===== config.mk =====
export PLATFORM = sky130hd
export DESIGN_NAME = lru_entry_tracker_with_capacity
export DESIGN_NICKNAME = d
export VERILOG_FILES = /design/src/rtl/lrut_pkg.sv /design/src/rtl/lru_entry_tracker_with_capacity.sv
export VERILOG_INCLUDE_DIRS = /design/src /design/src/rtl
export SDC_FILE = /design/constraint.sdc
export NUM_CORES = 1
export LEC_CHECK = 0
export ABC_CLOCK_PERIOD_IN_PS = 5300
export BUFFER_PORTS_ARGS = -buffer_cell sky130_fd_sc_hd__buf_2
export CORE_MARGIN = 1
export CORE_UTILIZATION = 45
export DETAILED_ROUTE_END_ITERATION = 7
export MAX_ROUTING_LAYER = met4
export PLACE_DENSITY_LB_ADDON = 0.08
export SYNTH_ARGS = -nofsm -noshare
export SYNTH_HDL_FRONTEND = slang
export SYNTH_SLANG_ARGS = --single-unit
export TNS_END_PERCENT = 5

===== constraint.sdc =====
create_clock -name clk -period 5.3 [get_ports clk]
set_input_delay 0.265 -clock clk [delete_from_list [all_inputs] [get_ports clk]]
set_output_delay 0.265 -clock clk [all_outputs]
set_load 0.01 [all_outputs]

===== src/rtl/assert_macros.svh =====
// Assertion macros used by the LRU tracker RTL.
`ifndef ASSERT_MACROS_SVH
`define ASSERT_MACROS_SVH
`ifndef SYNTHESIS
`define ASSERT_IMPLY(lbl, ante, cons) \
  lbl: assert property (@(posedge clk) disable iff (!rst_n) (ante) |-> (cons)) \
    else $error("assertion failed");
`define ASSERT_NEXT(lbl, ante, cons) \
  lbl: assert property (@(posedge clk) disable iff (!rst_n) (ante) |=> (cons)) \
    else $error("assertion failed");
`else
`define ASSERT_IMPLY(lbl, ante, cons)
`define ASSERT_NEXT(lbl, ante, cons)
`endif
`endif


===== src/rtl/lrut_pkg.sv =====
// Types, codes and sizes for the LRU entry tracker.
package lrut_pkg;

  localparam int SLOTS    = 16;
  localparam int KEY_BITS = 16;
  localparam int IDX_BITS = $clog2(SLOTS);
  localparam int CNT_BITS = $clog2(SLOTS + 1);
  localparam int OCC_BITS = 5;

  localparam logic [2:0] MODE_ADD    = 3'd0;
  localparam logic [2:0] MODE_TAKE   = 3'd1;
  localparam logic [2:0] MODE_GET    = 3'd2;
  localparam logic [2:0] MODE_REMOVE = 3'd3;
  localparam logic [2:0] MODE_PRUNE  = 3'd4;

  localparam logic [2:0] STAT_EVICT = 3'd0;
  localparam logic [2:0] STAT_DONE  = 3'd1;
  localparam logic [2:0] STAT_HIT   = 3'd2;
  localparam logic [2:0] STAT_MISS  = 3'd3;
  localparam logic [2:0] STAT_EXPD  = 3'd4;

  typedef struct packed {
    logic [2:0]          mode;
    logic [KEY_BITS-1:0] item_key;
    logic                expired;
    logic [OCC_BITS-1:0] limit;
  } in_t;

  typedef struct packed {
    logic [2:0]          status;
    logic [KEY_BITS-1:0] result_key;
    logic [OCC_BITS-1:0] occupancy_now;
    logic                last;
  } out_t;

endpackage


===== src/rtl/lru_entry_tracker_with_capacity.sv =====
// LRU key tracker with capacity limit: key scan, recency ranks and eviction sequencer.
// Key scan reads one slot per cycle with one compare; take, get, remove and spare modes then
//   load their final result. Add first checks capacity and inserts; prune trims occupancy
//   to its limit or the capacity; every eviction reads key memory, then drops the entry.
// Throughput: one request at a time; in_stall stays high until its final result is loaded.
// Reset (synchronous, active low) clears valid bits, ranks, occupancy, capacity; not key memory.
`include "assert_macros.svh"
module lru_entry_tracker_with_capacity import lrut_pkg::*; (
  input  logic                clk,
  input  logic                rst_n,
  input  logic                in_valid,
  output logic                in_stall,
  input  in_t                 in_data,
  output logic                out_valid,
  input  logic                out_stall,
  output out_t                out_data,
  input  logic                cfg_valid,
  output logic                cfg_ready,
  input  logic [OCC_BITS-1:0] cfg_data
);

  typedef enum logic [7:0] {
    ST_IDLE  = 8'b0000_0001,
    ST_SCAN  = 8'b0000_0010,
    ST_ACT   = 8'b0000_0100,
    ST_ADD   = 8'b0000_1000,
    ST_INS   = 8'b0001_0000,
    ST_EVICT = 8'b0010_0000,
    ST_EVRD  = 8'b0100_0000,
    ST_FIN   = 8'b1000_0000
  } state_t;

  state_t              state_r, state_nxt;
  in_t                 req_r;
  logic [CNT_BITS-1:0] cnt_r, cnt_nxt;
  logic                rd_vld_r, rd_vld_nxt;
  logic [IDX_BITS-1:0] rd_idx_r;
  logic [KEY_BITS-1:0] rd_key_r;
  logic                hit_r, hit_nxt;
  logic [IDX_BITS-1:0] hit_idx_r, hit_idx_nxt;
  logic [OCC_BITS-1:0] target_r, target_nxt;
  logic                pend_ins_r, pend_ins_nxt;
  logic [2:0]          fin_status_r, fin_status_nxt;
  logic [IDX_BITS-1:0] lru_idx_r, lru_idx_nxt;
  logic [OCC_BITS-1:0] occ_r;
  logic [OCC_BITS-1:0] cap_r;
  logic [SLOTS-1:0]    slot_valid_r;
  logic [IDX_BITS-1:0] slot_rank_r [SLOTS];
  logic [KEY_BITS-1:0] key_mem [SLOTS];
  logic                out_valid_r;
  out_t                out_data_r;

  logic [OCC_BITS-1:0] cap_eff;
  logic [OCC_BITS-1:0] occ_m1;
  logic                out_free;
  logic                in_xfer;
  logic [IDX_BITS-1:0] free_idx;
  logic [IDX_BITS-1:0] lru_idx;
  logic                rd_en;
  logic [IDX_BITS-1:0] rd_addr;
  logic                drop_en;
  logic [IDX_BITS-1:0] drop_idx;
  logic [IDX_BITS-1:0] drop_rank;
  logic                ins_en;
  logic                emit;
  out_t                emit_data;

  assign in_stall  = (state_r != ST_IDLE);
  assign cfg_ready = (state_r == ST_IDLE);
  assign in_xfer   = in_valid && !in_stall;
  assign out_valid = out_valid_r;
  assign out_data  = out_data_r;
  assign out_free  = !out_valid_r || !out_stall;
  assign cap_eff   = (cap_r > OCC_BITS'(SLOTS)) ? OCC_BITS'(SLOTS) : cap_r;
  assign occ_m1    = OCC_BITS'(occ_r - 1'b1);
  assign drop_rank = slot_rank_r[drop_idx];

  always_comb begin
    free_idx = '0;
    lru_idx  = '0;
    for (int j = SLOTS - 1; j >= 0; j--) begin
      if (!slot_valid_r[j]) begin
        free_idx = IDX_BITS'(j);
      end
      if (slot_valid_r[j] && slot_rank_r[j] == occ_m1[IDX_BITS-1:0]) begin
        lru_idx = IDX_BITS'(j);
      end
    end
  end

  always_comb begin
    state_nxt      = state_r;
    cnt_nxt        = cnt_r;
    rd_vld_nxt     = 1'b0;
    hit_nxt        = hit_r;
    hit_idx_nxt    = hit_idx_r;
    target_nxt     = target_r;
    pend_ins_nxt   = pend_ins_r;
    fin_status_nxt = fin_status_r;
    lru_idx_nxt    = lru_idx_r;
    rd_en          = 1'b0;
    rd_addr        = cnt_r[IDX_BITS-1:0];
    drop_en        = 1'b0;
    drop_idx       = hit_idx_r;
    ins_en         = 1'b0;
    emit           = 1'b0;
    emit_data      = '0;
    unique case (state_r)
      ST_IDLE: begin
        if (in_xfer) begin
          state_nxt = ST_SCAN;
          cnt_nxt   = '0;
          hit_nxt   = 1'b0;
        end
      end
      ST_SCAN: begin
        if (rd_vld_r && !hit_r && slot_valid_r[rd_idx_r] && rd_key_r == req_r.item_key) begin
          hit_nxt     = 1'b1;
          hit_idx_nxt = rd_idx_r;
        end
        if (cnt_r < CNT_BITS'(SLOTS)) begin
          rd_en      = 1'b1;
          rd_vld_nxt = 1'b1;
          cnt_nxt    = CNT_BITS'(cnt_r + 1'b1);
        end else if (!rd_vld_r) begin
          state_nxt = ST_ACT;
        end
      end
      ST_ACT: begin
        fin_status_nxt = STAT_DONE;
        state_nxt      = ST_FIN;
        unique case (req_r.mode)
          MODE_ADD: begin
            drop_en   = hit_r;
            state_nxt = ST_ADD;
          end
          MODE_TAKE: begin
            drop_en        = hit_r;
            fin_status_nxt = !hit_r ? STAT_MISS : (req_r.expired ? STAT_EXPD : STAT_HIT);
          end
          MODE_GET: begin
            drop_en        = hit_r && req_r.expired;
            fin_status_nxt = !hit_r ? STAT_MISS : (req_r.expired ? STAT_EXPD : STAT_HIT);
          end
          MODE_REMOVE: begin
            drop_en = hit_r;
          end
          MODE_PRUNE: begin
            target_nxt   = (req_r.limit < cap_eff) ? req_r.limit : cap_eff;
            pend_ins_nxt = 1'b0;
            state_nxt    = ST_EVICT;
          end
          default: begin
          end
        endcase
      end
      ST_ADD: begin
        if (cap_eff == '0) begin
          target_nxt   = '0;
          pend_ins_nxt = 1'b0;
          state_nxt    = ST_EVICT;
        end else if (occ_r >= OCC_BITS'(SLOTS)) begin
          target_nxt   = OCC_BITS'(SLOTS - 1);
          pend_ins_nxt = 1'b1;
          state_nxt    = ST_EVICT;
        end else begin
          state_nxt = ST_INS;
        end
      end
      ST_INS: begin
        ins_en       = 1'b1;
        target_nxt   = cap_eff;
        pend_ins_nxt = 1'b0;
        state_nxt    = ST_EVICT;
      end
      ST_EVICT: begin
        if (occ_r > target_r) begin
          rd_en       = 1'b1;
          rd_addr     = lru_idx;
          lru_idx_nxt = lru_idx;
          state_nxt   = ST_EVRD;
        end else if (pend_ins_r) begin
          state_nxt = ST_INS;
        end else begin
          state_nxt = ST_FIN;
        end
      end
      ST_EVRD: begin
        if (out_free) begin
          emit                    = 1'b1;
          emit_data.status        = STAT_EVICT;
          emit_data.result_key    = rd_key_r;
          emit_data.occupancy_now = occ_m1;
          emit_data.last          = 1'b0;
          drop_en                 = 1'b1;
          drop_idx                = lru_idx_r;
          state_nxt               = ST_EVICT;
        end
      end
      ST_FIN: begin
        if (out_free) begin
          emit                    = 1'b1;
          emit_data.status        = fin_status_r;
          emit_data.result_key    = req_r.item_key;
          emit_data.occupancy_now = occ_r;
          emit_data.last          = 1'b1;
          state_nxt               = ST_IDLE;
        end
      end
      default: begin
        state_nxt = ST_IDLE;
      end
    endcase
  end

  always_ff @(posedge clk) begin
    if (!rst_n) begin
      state_r      <= ST_IDLE;
      cnt_r        <= '0;
      rd_vld_r     <= 1'b0;
      hit_r        <= 1'b0;
      pend_ins_r   <= 1'b0;
      occ_r        <= '0;
      cap_r        <= '0;
      slot_valid_r <= '0;
      out_valid_r  <= 1'b0;
      for (int j = 0; j < SLOTS; j++) begin
        slot_rank_r[j] <= '0;
      end
    end else begin
      state_r    <= state_nxt;
      cnt_r      <= cnt_nxt;
      rd_vld_r   <= rd_vld_nxt;
      hit_r      <= hit_nxt;
      pend_ins_r <= pend_ins_nxt;
      if (cfg_valid && cfg_ready) begin
        cap_r <= cfg_data;
      end
      if (drop_en) begin
        for (int j = 0; j < SLOTS; j++) begin
          if (IDX_BITS'(j) == drop_idx) begin
            slot_valid_r[j] <= 1'b0;
          end else if (slot_valid_r[j] && slot_rank_r[j] > drop_rank) begin
            slot_rank_r[j] <= IDX_BITS'(slot_rank_r[j] - 1'b1);
          end
        end
        if (occ_r != '0) begin
          occ_r <= occ_m1;
        end
      end else if (ins_en) begin
        for (int j = 0; j < SLOTS; j++) begin
          if (slot_valid_r[j]) begin
            slot_rank_r[j] <= IDX_BITS'(slot_rank_r[j] + 1'b1);
          end else if (IDX_BITS'(j) == free_idx) begin
            slot_valid_r[j] <= 1'b1;
            slot_rank_r[j]  <= '0;
          end
        end
        occ_r <= OCC_BITS'(occ_r + 1'b1);
      end
      if (emit) begin
        out_valid_r <= 1'b1;
      end else if (!out_stall) begin
        out_valid_r <= 1'b0;
      end
    end
  end

  always_ff @(posedge clk) begin
    if (in_xfer) begin
      req_r <= in_data;
    end
    if (rd_en) begin
      rd_idx_r <= rd_addr;
    end
    hit_idx_r    <= hit_idx_nxt;
    target_r     <= target_nxt;
    fin_status_r <= fin_status_nxt;
    lru_idx_r    <= lru_idx_nxt;
    if (emit) begin
      out_data_r <= emit_data;
    end
  end

  always_ff @(posedge clk) begin
    if (ins_en) begin
      key_mem[free_idx] <= req_r.item_key;
    end
    if (rd_en) begin
      rd_key_r <= key_mem[rd_addr];
    end
  end

  `ASSERT_IMPLY(a_occ_range, 1'b1, occ_r <= OCC_BITS'(SLOTS))
  `ASSERT_IMPLY(a_occ_count, 1'b1, OCC_BITS'($countones(slot_valid_r)) == occ_r)
  `ASSERT_NEXT(a_fin_idle, state_r == ST_FIN && out_free, state_r == ST_IDLE && out_valid_r)
  `ASSERT_IMPLY(a_ins_room, ins_en, occ_r < OCC_BITS'(SLOTS))

endmodule

==> metrics.md, run 1 <==
| Metric | Value |
|---|---|
| Status | completed |
| Worst EP required | 5.79 ns |
| Flops & latches, synth | about 450 |
| Hold path cells | 4 |
| Fin crit share | 0.921 |
| Syn_nets | around 2200 |
| Tmin final | 4.88 ns |
| Detailed-route vias per instance | between 6 and 7 |
| Leakage power | slightly above 10 nW |
| Initial core utilization | 0.457 |
| H-tree lvl count | 2 |
| Post-synth ARST share | 0 |
| Grt total ovfl | 0 |
| Placed instance area | between 20000 and 30000 um2 |
| Avg WL per Cell | 26.2 um |
| Data arrival, critical path | 5.37 ns |
| WS Path Type | flop to flop |
| Iter 0 DRT Violations | between 1000 and 1500 |
| Dpl hpwl | between 40 and 50 mm |
| Initial antenna violation count | 0 |
| Register area share after synthesis | 0.530 |
| Area Growth Syn to Fin | 14.5% |
| Commonest non-fill, non-tap cells in the layout | edfxtp_1, nand2_1, ha_1 |
| Synth Warn # | 0 |
| Worst hold-check path type | input port to flop |
| Vias in the first global route | around 17000 |
| Routed Antenna Nets | 0 |
| Number of diodes | 0 |
| Max-slew violations | 0 |
| Slew Limit Headroom | 0.267 |
| Longest Clk Path Bufs | 3 |
| Post-Syn Area per Cell | about 12 um2 |
| Max_cap viols | 0 |
| Endpoints failing hold | 0 |
| Worst vdd ir | 0.291 mV |
| Crit Path Max Fanout | 16 |
| GRT Overall Usage | 0.280 |
| Power per Cell Area | just under 300 nW/um2 |
| Synthesized cell area | 24600 um2 |
| Unrepaired setup endpoints after global routing | false |
| Die area | between 50000 and 60000 um2 |
| # setup viols final | 0 |
| Die Ht | between 200 and 250 um |
| Final setup TNS | 0 ns |
| Most common cell after layout, fill and taps aside | edfxtp_1 |
| Width of the die | 236 um |
| Post-route DRC | 0 |
| EDFF count, synth | 406 |
| First drt pass iteration count | 5 |
| Worst-path clk slew | 0.07 ns |
| Core Area | 53900 um2 |
| Cell chosen for the clock root | clkbuf_16 |
| Final Util | 0.523 |
| Worst R2R Setup Slack | about 0.42 ns |
| Fill cell count | between 4000 and 5000 |
| Max Fclk | 205 MHz |
| Primary FF master, synth | edfxtp_1 |
| TritonCTS buffer count | 50 |
| Clock Latency Late Sink | 0.62 ns |
| Worst setup EP type | flop |
| Final Skew | about 0.018 ns |
| NumNets Final | ~2300 |
| Via count | roughly 18000 |
| Sink Count | roughly 450 |
| First-pass GRT wire length | between 100 and 150 mm |
| Worst-Margin Slew | 1.10 ns |
| DRT Wirelength | 74.9 mm |
| Metal-1 WL | 32.0 mm |
| Crit path launch type | flop |
| Post-Syn Instances | 2003 |
| I/O pin total | 63 |
| Largest net degree at the start of global routing | 63 |
| CTS tree | done |
| Top sig layer | met4 |
| WL met2 | 35.8 mm |
| GP Congestion | 0.922 |
| Hold Slack | between 0.1 and 0.15 ns |
| Worst R2R Path Depth | 19 |
| Met3 WL | a little over 4 mm |
| Core Rows | between 80 and 90 |
| Final instance area | ~28000 um2 |
| PortBufs | 62 |
| Yosys cell types | 91 |
| Layout cells sized above 1 | 0.153 |
-- path summary, 6_finish.rpt --
| check | startpoint | end |
|---|---|---|
| max | state_r[7] | slot_rank_r[9][3] |
| min | in_valid | cnt_r[2] |
| max reg2reg | state_r[7] | slot_rank_r[9][3] |
| min reg2reg | rd_vld_r | state_r[2] |
-- per-layer routing --
metal	global-route usage	vias to the layer above
met5	-	-
met4	0.110	0
met3	0.0343	173
met2	0.451	683
met1	0.360	8821
li1	-	7916
-- where the power goes --
group          switching (mW)  internal (mW)  leakage (nW)
logic                   0.239          0.224          5.17
clock network            1.49           2.32         0.872
registers               0.155           3.94          4.02
total                    1.89           6.49          10.1
-- layout make-up --
type                       count  area (um2)  share of cell area
timing repair buffer         174        1270              0.0449
inverter                      61         230             0.00817
clock inverter                31         495              0.0176
multi-input combinational   1387       11000               0.389
clock buffer                  62        1320              0.0467
tap                          696         871              0.0309
sequential                   449       13100               0.463
-- through the flow --
stage	setup WS [ns]	total power, mW	instances
floorplan	0.0527	4.43	2003
global placement	0.166	4.59	2731
detailed placement	-0.0967	4.61	2731
CTS	0.100	8.43	2860
global route	0.0841	8.64	2860
finish	0.420	8.37	2860
-- repair_timing --
item,4_1_cts,5_1_grt
hold endpoints to repair,31,0
setup buffers,0,0
gates resized for setup,1,3
endpoints found under the setup margin,3,38
hold buffers,36,0
-- critical path, stage by stage (launching register included) --
cell	delay [ns]
dfxtp_1	0.35
nor4_2	0.41
and4b_1	0.35
nand2_2	0.23
mux2i_2	0.22
buf_4	0.29
buf_4	0.18
mux4_2	0.50
o221ai_2	0.18
buf_4	0.21
ha_1	0.16
nor2b_1	0.14
o21ai_0	0.11
nand2b_1	0.09
a21oi_1	0.07
nor2_1	0.08
o2111ai_1	0.22
or2_2	0.39
mux4_2	0.47
nand2_1	0.08
-- state kept, by name (all words and copies together) (netlist names) --
name,cells
out_data,25
cap_r,5
out_valid,1
hit_idx_r,4
key_mem,256
req_r,25
occ_r,5
pend_ins_r,1
cnt_r,5
target_r,5
slot_rank_r,64
rd_vld_r,1
state_r,8
fin_status_r,3
rd_key_r,16
rd_idx_r,4
slot_valid_r,16
hit_r,1
lru_idx_r,4
-- cell families (layout without fill, tap and decap cells) --
logic type                 count (synthesis)  in the layout  share of synthesized area
AOI/OAI and AO/OA                        430            430                      0.116
xor gates and xnor gates                 115            115                     0.0570
adders and majority gates                115            115                     0.0606
buffers and inverters                    167            328                     0.0300
DFF                                      449            449                      0.530
muxes                                    131            131                     0.0820
and+or+nand+nor                          596            596                      0.124
-- cell usage after synthesis, types with 24 or more instances --
| cell | number | area (um2) |
|---|---|---|
| o21ai_0 | 95 | 475 |
| nor3_1 | 31 | 155 |
| nor2b_1 | 38 | 238 |
| mux4_2 | 55 | 1240 |
| xor2_1 | 45 | 394 |
| nand2b_1 | 24 | 150 |
| nand3_1 | 50 | 250 |
| and3_1 | 27 | 169 |
| and2_1 | 27 | 169 |
| nand2_1 | 183 | 687 |
| a21oi_1 | 97 | 485 |
| xnor2_1 | 41 | 359 |
| dfxtp_1 | 43 | 861 |
| edfxtp_1 | 406 | 12200 |
| ha_1 | 108 | 1350 |
| xnor3_1 | 25 | 563 |
| inv_1 | 54 | 203 |
| a21boi_0 | 26 | 195 |
| nand4_1 | 34 | 213 |
| mux2i_1 | 69 | 691 |
| nor2_1 | 98 | 368 |
| clkbuf_1 | 64 | 240 |
Note: power is estimated with default switching activity, not from simulation.
==> run 2: changes to the inputs <==
--- a/config.mk
+++ b/config.mk
@@ -8,6 +8,7 @@
 export LEC_CHECK = 0
 export ABC_CLOCK_PERIOD_IN_PS = 5300
 export BUFFER_PORTS_ARGS = -buffer_cell sky130_fd_sc_hd__buf_2
+export CORE_ASPECT_RATIO = 1.1
 export CORE_MARGIN = 1
 export CORE_UTILIZATION = 45
 export DETAILED_ROUTE_END_ITERATION = 7
==> run 2 against run 1 <==
First-iteration DRC count decreased by 10%. Highest routed layer unchanged. Sequential power about the same. Routed wire length decreased by 0.92%. Clock skew increased by 0.015 ns. Critical endpoint is now slot_rank_r[0][3]. Largest cell class unchanged. Largest power group unchanged. Sequential share of layout area increased by 0.11 points. Non-clock buffer count increased by 2. Clock power decreased by 5.2%. Combinational power increased by 2%. Maximum frequency increased by 0.36%. Critical path depth decreased by 1. Die area about the same.
==> metrics.md, run 2 (synthesis gave the netlist of run 1 again) <==
| Metric | Value |
|---|---|
| Status | completed |
| DRT Wirelength | 74.3 mm (-0.92%) |
| Routed Antenna Nets | 0 (unchanged) |
| CP max stage delay | 0.50 ns (about the same) |
| Met3 usage | 0.0343 (+0.0000427) |
| CP max stage cell | mux4_2 |
| Via count | 17500 (-0.77%) |
| Longest Clk Path Bufs | 3 (unchanged) |
| Area Growth Syn to Fin | 14.2% |
| Detailed-route vias per instance | 6.04 (-1.9%) |
| Crit path launch type | flop |
| Seq pwr share | 0.500 (+0.010) |
| Data arrival, critical path | 5.32 ns (-0.05 ns) |
| PortBufs | 62 (unchanged) |
| GP Congestion | 0.928 (+0.65%) |
| # placed instances | 2765 (+1.2%) |
| Critical Path Source | state_r[7] |
| Worst setup EP type | flop |
| Avg WL per Cell | 25.7 um (-2.0%) |
| Final Power | 8.18 mW (-2.3%) |
| GRT Overall Usage | 0.282 (+0.00235) |
| Worst r2r src | state_r[7] |
| Endpoints failing hold | 0 (unchanged) |
| Worst EP required | 5.76 ns (-0.03 ns) |
| Worst hold-check path type | input port to flop |
| Worst-path clk slew | 0.06 ns (about the same) |
| Leakage power | 10.0 nW (-0.33%) |
| Crit-path cells | nor4_1 -> and4b_1 -> nand2_2 -> mux2i_2 -> buf_4 -> buf_4 -> mux4_2 -> o22a_1 -> o221ai_2 -> buf_4 -> ha_1 -> nand4_1 -> nand2_1 -> nor3_1 -> o21ai_1 -> nand2b_1 -> mux4_2 -> nand2_1 |
| Die Ht | 247 um (+4.8%) |
| Switching share of power | 0.229 (+0.00358) |
| Fin crit share | 0.917 (-0.00328) |
| Sink Count | 449 (unchanged) |
| Combinational Power Share | 0.058 (+0.003) |
| Cell chosen for the clock root | clkbuf_16 |
| Most used cell, CP | buf_4 |
| Max Fclk | 206 MHz (+0.36%) |
| Final setup TNS | 0 ns (unchanged) |
| Width of the die | 225 um (-4.6%) |
| Post-route DRC | 0 (unchanged) |
| Power per Cell Area | 291 nW/um2 (-2.0%) |
| Initial antenna violation count | 0 (unchanged) |
| Max-slew violations | 0 (unchanged) |
| # setup viols final | 0 (unchanged) |
| Clock Latency Late Sink | 0.61 ns (about the same) |
| Commonest non-fill, non-tap cells in the layout | edfxtp_1, nand2_1, ha_1 |
| Final Util | 0.522 (-0.000954) |
| WS Path Type | flop to flop |
| First drt pass iteration count | 5 (unchanged) |
| Core Area | 53900 um2 (about the same) |
| Sw power | 1.87 mW (-0.70%) |
| Met2 Use GR | 0.466 (+0.0158) |
| I/O pin total | 63 (unchanged) |
| Most common cell after layout, fill and taps aside | edfxtp_1 |
| First-pass GRT wire length | 113 mm (about the same) |
| Met1 GRT Util | 0.351 (-0.00908) |
| Worst vdd ir | 0.248 mV (-15%) |
| Fill cell count | 4695 (+2.4%) |
| Layout cells sized above 1 | 0.152 (-0.000924) |
| Grt total ovfl | 0 (unchanged) |
| Largest net degree at the start of global routing | 46 (-27%) |
| Crit Path Max Fanout | 11 (-5) |
| CTS tree | done |
| CP endpoint | slot_rank_r[0][3] |
| NumNets Final | 2274 (+0.044%) |
| R2r endpoint | slot_rank_r[0][3] |
| Worst-Margin Slew | 1.20 ns (+0.100 ns) |
| Die area | 55700 um2 (about the same) |
| Dpl hpwl | 50.3 mm (+0.99%) |
| Number of diodes | 0 (unchanged) |
| Vias in the first global route | 17600 (+1.4%) |
| Iter 0 DRT Violations | 1327 (-10%) |
| Biggest regs | key_mem: 256 flops, slot_rank_r: 64 flops |
| Pint | 6.31 mW (-2.7%) |
| Core Rows | 89 (+4.7%) |
| Max_cap viols | 0 (unchanged) |
| H-tree lvl count | 2 (unchanged) |
| Top reg by flops | key_mem |
| Slew Limit Headroom | 0.199 (-0.0678) |
| Max reg flops | 256 (unchanged) |
| Tmin final | 4.86 ns (-0.0174 ns) |
| Non-Filler Instances | 2892 (+1.1%) |
| Final Skew | 0.0334 ns (+0.0150 ns) |
| Unrepaired setup endpoints after global routing | false |
| Initial core utilization | 0.457 (about the same) |
| Worst R2R Path Depth | 18 (-1) |
| Clock power frac | 0.442 (-0.013) |
| Hold Slack | 0.120 ns (+0.000724 ns) |
| Worst R2R Setup Slack | 0.44 ns (+0.02 ns) |
| TritonCTS buffer count | 49 (-2.0%) |
| Top Usage Layer GRT | met2 |
## run 2: metrics by stage
step | setup slack, ns | area, um2
floorplan | 0.0527 | 24600
global placement | 0.335 | 26000
detailed placement | 0.238 | 26000
CTS | 0.197 | 28100
global route | 0.0286 | 28100
finish | 0.438 | 28100
## run 2: critical path, delay by kind of cell (launching register included)
family / cells / cell delay, ns
DFF: 1 / 0.34
and+or+nand+nor: 8 / 1.53
AOI/OAI and AO/OA: 3 / 0.68
muxes: 3 / 1.16
buffers and inverters: 3 / 0.76
adders and majority gates: 1 / 0.26
## run 2: how the worst min path moves through the flow
stage	end	cells past startpoint	slack [ns]	startpoint
2_1_floorplan	req_r[0]	0	0.36	in_data[0]
3_3_place_gp	state_r[2]	1	0.41	rd_vld_r
3_5_place_dp	state_r[2]	1	0.41	rd_vld_r
4_1_cts	cap_r[1]	4	0.1	cfg_valid
5_1_grt	cnt_r[4]	4	0.13	in_valid
6_report	cnt_r[4]	4	0.12	in_valid
## run 2: layout make-up
type | instances | area [um2] | share of cell area
clock inverters | 30 | 383 | 0.0136
inverters | 61 | 230 | 0.00819
repair buffers | 176 | 1270 | 0.0451
clock buffers | 61 | 1330 | 0.0474
multi-input cells | 1387 | 10900 | 0.389
well taps | 728 | 911 | 0.0324
flip-flops and latches | 449 | 13100 | 0.464
## run 2: power groups by stage
stage	logic [mW]	registers (mW)	clock network (mW)
after global placement	0.430	4.17	0
after CTS	0.472	4.09	3.68
after global routing	0.532	4.11	3.80
after floorplan	0.340	4.09	0
after detailed placement	0.447	4.17	0
final	0.474	4.10	3.61
## run 2: per-layer routing
metal,share of wire,up-vias
li1,-,7916
met1,0.42,8813
met2,0.49,569
met3,0.050,159
met4,0.040,0
met5,0,-
## run 2: what timing repair did
action	in CTS	in global routing
hold buffers	36	0
endpoints found under the hold margin	31	0
resized for setup	0	3
endpoints found under the setup margin	0	44
setup buffers	0	0
